### src/rmq_sqrt.sv
// Pipelined integer square root, one result bit per register stage.
`default_nettype none
module rmq_sqrt #(
  parameter int VW = 34,
  parameter int SBW = 8
) (
  input  wire logic           clk,
  input  wire logic           rst_n,
  input  wire logic           en,
  input  wire logic           in_valid,
  input  wire logic [VW-1:0]  in_v,
  input  wire logic [SBW-1:0] in_sb,
  output logic                out_valid,
  output logic [(VW+1)/2-1:0] out_root,
  output logic [SBW-1:0]      out_sb
);
  localparam int SW = (VW + 1) / 2;
  localparam int RMW = 2 * SW + 1;

  logic [SW-1:0]  vld_r;
  logic [RMW-1:0] rem_r  [SW];
  logic [SW-1:0]  root_r [SW];
  logic [SBW-1:0] sb_r   [SW];

  for (genvar gs = 0; gs < SW; gs++) begin : g_st
    localparam int K = SW - 1 - gs;
    logic           vld_in;
    logic [RMW-1:0] rem_in;
    logic [SW-1:0]  root_in;
    logic [SBW-1:0] sb_in;
    logic [RMW-1:0] trial;
    logic           take;

    if (gs == 0) begin : g_first
      assign vld_in = in_valid;
      assign rem_in = RMW'(in_v);
      assign root_in = '0;
      assign sb_in = in_sb;
    end else begin : g_next
      assign vld_in = vld_r[gs-1];
      assign rem_in = rem_r[gs-1];
      assign root_in = root_r[gs-1];
      assign sb_in = sb_r[gs-1];
    end

    assign trial = (RMW'(root_in) << (K + 1)) | (RMW'(1) << (2 * K));
    assign take = rem_in >= trial;

    always_ff @(posedge clk) begin
      if (!rst_n) begin
        vld_r[gs] <= 1'b0;
      end else if (en) begin
        vld_r[gs] <= vld_in;
      end
    end

    always_ff @(posedge clk) begin
      if (en) begin
        rem_r[gs] <= take ? rem_in - trial : rem_in;
        root_r[gs] <= take ? (root_in | (SW'(1) << K)) : root_in;
        sb_r[gs] <= sb_in;
      end
    end
  end

  assign out_valid = vld_r[SW-1];
  assign out_root = root_r[SW-1];
  assign out_sb = sb_r[SW-1];
endmodule
`default_nettype wire

### config.mk
export PLATFORM = sky130hd
export DESIGN_NAME = rmq_sqrt
export DESIGN_NICKNAME = d
export VERILOG_FILES = /design/src/rmq_sqrt.sv
export SDC_FILE = /design/constraint.sdc
export NUM_CORES = 1
export LEC_CHECK = 0
export BUFFER_PORTS_ARGS = -buffer_cell sky130_fd_sc_hd__buf_2
export CORE_ASPECT_RATIO = 1.4
export CORE_MARGIN = 2
export CORE_UTILIZATION = 65
export DETAILED_ROUTE_END_ITERATION = 6
export GPL_TIMING_DRIVEN = 0
export PLACE_DENSITY = 0.92
export SYNTH_ARGS = -nofsm -noshare
export SYNTH_HDL_FRONTEND = slang
export SYNTH_SLANG_ARGS = --single-unit
### constraint.sdc
create_clock -name clk -period 6.3 [get_ports clk]
set_input_delay 0.63 -clock clk [delete_from_list [all_inputs] [get_ports clk]]
set_output_delay 0.63 -clock clk [all_outputs]
set_load 0.02 [all_outputs]
Word level (Yosys, flattened, before mapping):

Memories as Yosys holds them, arrays and structs flattened.
Cells that the tools add are included.

* add/sub/neg operators: 17
* order comparisons: 17
* multiplexer cells: 36

Operator list (count)
* $mux 35: 17
* $ge 35x18->1: 1
* $ge 35x19->1: 1
* $ge 35x20->1: 1
* $ge 35x21->1: 1
* $ge 35x22->1: 1
* $ge 35x23->1: 1
* $ge 35x24->1: 1
* $ge 35x25->1: 1
* $ge 35x26->1: 1
* $ge 35x27->1: 1
* $ge 35x28->1: 1
* $ge 35x29->1: 1
* $ge 35x30->1: 1
* $ge 35x31->1: 1
* $ge 35x32->1: 1
* $ge 35x33->1: 1
* $sub 34x33->35 const B: 1
* $sub 35x18->35: 1
* $sub 35x19->35: 1
* $sub 35x20->35: 1
* $sub 35x21->35: 1
* $sub 35x22->35: 1
* $sub 35x23->35: 1
* other kinds (28): 30

* flip-flop bits (word level): 17
* RAM bits: 1020
* output and inout bits: 26
* word-level logic and storage cells: 90
* memories: 3

Memories
* rem_r: words 17, bits a word 35, rd ports 16, clocked after Yosys merged registers in 0, wr ports 17, RTL line 21 `logic [RMW-1:0] rem_r [SW];`
* root_r: words 17, bits a word 17, rd ports 17, clocked after Yosys merged registers in 0, wr ports 17, RTL line 22 `logic [SW-1:0] root_r [SW];`
* sb_r: words 17, bits a word 8, rd ports 17, clocked after Yosys merged registers in 0, wr ports 17, RTL line 23 `logic [SBW-1:0] sb_r [SW];`

Logic depth before layout (Yosys ltp):

An unclocked memory read counts as a cell.

* word-level depth: 3
* depth in mapped cells: 12

Worst setup path before layout:

Ideal clock, no wire load.

* path kind: reg2reg
* start: mem rem_r[0][338] (netlist name)
* end: mem rem_r[0][373] (netlist name) (data pin)
* setup time: 260 ps
* arrival: 2520 ps
* required time: 6040 ps
* path slack: 3520 ps
* cell stages (with the launch flop): 8
* path buffers: 1
* cells stage by stage: edfxtp_1 -> ha_1 -> or4b_1 -> or4_1 -> o31ai_2 -> a211o_2 -> buf_2 -> mux2_2

RTL lines (RTL line)
* start: declaration: 21

==> results.json <==
{
  "run_status": "completed",
  "p_leak_nw": 15.7,
  "final.setup.tns_ps": 0,
  "gp_congestion": 0.996,
  "worstPathMaxFanout": 10,
  "cts_resized": 0,
  "port_buffers": 71,
  "finalSetupViolCount": 0,
  "drive_gt1_share_pct": 8.99,
  "wirelength_mm": 80.2,
  "critPathRequiredTime_ps": 6720,
  "min_from": "in_v[3]",
  "final_nets": 3142,
  "ioPinCount": 72,
  "cts_setup_buffers": 0,
  "ctsHtreeMaxLevel": 3,
  "cts_buffer_depth": 3,
  "hold_viol": 0,
  "viasPerCell": 6.14,
  "synth_nets": 2983,
  "finClkSkew_ps": 25.8,
  "ys_warn_count": 0,
  "maxCapViolations": 0,
  "die_area_mm2": 0.0611,
  "drt_iter0_drc": 1325,
  "period_share_pct": 61.9,
  "synth-edff-count": 849,
  "cp-end-kind": "register",
  "vias": 23000,
  "die_y_um": 292,
  "postCtsHoldBufs": 0,
  "grt_start_max_net_pins": 148,
  "hold_path_class": "input pin to register",
  "tritoncts": "yes",
  "rows": 105,
  "avgRoutedWirePerCell_um": 21.4,
  "start_kind": "register",
  "fmax_mhz": 257,
  "rsz0062_at_grt": "no",
  "syn_avg_cell_area_um2": 13.9,
  "ys_top_cells_by_area": "edfxtp_1 (66%), ha_1 (5.4%), xnor2_1 (2.9%), xor2_1 (2.6%), inv_1 (2.0%)",
  "total_power_mw": 14.2,
  "synth.top_cell.area_share_pct": 66.4,
  "power_density_mw_per_mm2": 335,
  "critPathKind": "register to register",
  "whs_path_depth": 1,
  "rr_worst_depth": 11,
  "r2r_start": "rem_r[0][502]$_DFFE_PP_",
  "ant_nets": 0,
  "die_x_um": 209,
  "cts_buffers": 79,
  "yosys.area.top_type": "edfxtp_1",
  "clk_pin_slew_worst_paths_ps": 60,
  "maxSlewViolCount": 0,
  "synth_cell_type_count": 82,
  "syn-cell-area_mm2": 0.0384,
  "firstDrtPassIters": 5,
  "clock_latency_ps": 630,
  "dpl-instance-area_mm2": 0.0399,
  "antenna_found_initial": 1,
  "start_util_pct": 65.7,
  "clockRootBuffer": "clkbuf_16",
  "worst_pin_slew_ps": 1290,
  "ys_ff_latch": 866,
  "async_reset_ff_share_pct": 0,
  "final_common_cell": "edfxtp_1",
  "coreArea_mm2": 0.0585,
  "relSlewSlack_pct": 12.9,
  "cp-startpoint": "rem_r[0][502]$_DFFE_PP_",
  "period_minus_slack_ps": 3900,
  "synth_ff_type": "edfxtp_1",
  "dpl.hpwl_mm": 56.8,
  "mostFrequentLayoutCells": "edfxtp_1 (849), inv_1 (204), ha_1 (166)",
  "grt_pass1_vias": 24700,
  "ir_drop_mv": 0.538,
  "yosysSeqAreaShare_pct": 67.3,
  "syn_inst": 2771,
  "track_usage_pct": 26.3,
  "syn2layout_area_growth_pct": 10.3,
  "drc_errors": 0,
  "arrival_ps": 4320,
  "grt_pass1_wl_mm": 123,
  "grt-ovfl-total": 0,
  "finalInstanceArea_mm2": 0.0424,
  "cts.sinks": 866
}
==> sequential cells by signal, indices dropped and copies added (netlist names) <==
signal       cells
rem_r          560
root_r         153
g_st.vld_in     16
sb_r           136
out_valid        1
==> per-stage QoR <==
stage	setup slack, ps	std cells	hold slack [ps]	utilization, %
after global placement	-7900	3591	402	67.9
final	2400	3741	170	72.5
after CTS	2390	3740	138	72.5
after detailed placement	2400	3598	405	68.3
after floorplan	3520	2771	400	-
after global routing	2330	3740	142	72.5
==> kinds of logic (layout without fill, tap and decap cells) <==
group	count (synthesis)	after routing	share of synthesized area (%)
mux	49	49	1.36
compound gates	437	437	7.21
buf+inv	244	464	2.48
simple gates	768	768	10.8
fa+ha+maj	166	166	5.41
flops	866	866	67.3
xor+xnor	240	240	5.47
other cells	1	2	0.00976
==> worst paths after layout <==
check	end	slack [ps]
worst max-delay path	rem_r[0][540]$_DFFE_PP_	2400
worst min-delay path	rem_r[0][3]$_DFFE_PP_	170
worst max register to register	rem_r[0][540]$_DFFE_PP_	2400
worst min register to register	sb_r[0][69]$_DFFE_PP_	400
==> critical path: stages (launching register included) <==
cell      delay [ps]
edfxtp_1         400
ha_1             430
nand3_1          270
nor4_1           480
nand4_1          380
and3_1           260
buf_2            160
and2_1           280
inv_1            200
clkbuf_1         470
nor2_1            80
a21oi_1          280
==> where the power goes <==
part           switching [mW]  internal, mW  total, mW
Clock                    2.03          2.59       4.62
Combinational            1.23         0.842       2.07
Sequential              0.405          7.08       7.48
==> cell usage after synthesis (10+ instances only) <==
master / instances
nand2b_1: 34
edfxtp_1: 849
nor3_1: 79
nor4_1: 83
ha_1: 166
a21o_1: 30
nand3_1: 41
o31ai_1: 16
nand3b_1: 10
o21ai_0: 116
clkbuf_1: 19
xor2_1: 115
nand4_1: 35
nor3b_1: 10
nand4b_1: 11
nor4b_1: 16
xnor2_1: 125
nand2_1: 145
mux2_2: 24
a211oi_1: 20
a21oi_1: 130
mux2i_1: 25
inv_1: 204
o21a_1: 30
nor2_1: 156
nor2b_1: 43
buf_2: 12
and3_1: 10
dfxtp_1: 17
or2_2: 15
or3_1: 19
o211ai_1: 17
or4_1: 18
==> layout make-up <==
class	count	area (um^2)
sequential	866	25800
inverter	205	769
buffer	39	184
antenna	1	2.50
fill	3558	16100
clock inverter	30	289
tap	749	937
timing repair buffer	78	558
clock buffer	112	2170
multi-input combinational	1661	11600
==> layer usage <==
layer | vias to the layer above | share of wire (%) | global-route usage (%)
li1 | 10700 | - | -
met1 | 11100 | 29 | 20.2
met2 | 834 | 59 | 54.2
met3 | 316 | 3.7 | 3.64
met4 | 0 | 9.0 | 23.4
met5 | - | 0 | 0
No activity file was read; power rests on OpenSTA's default activity.
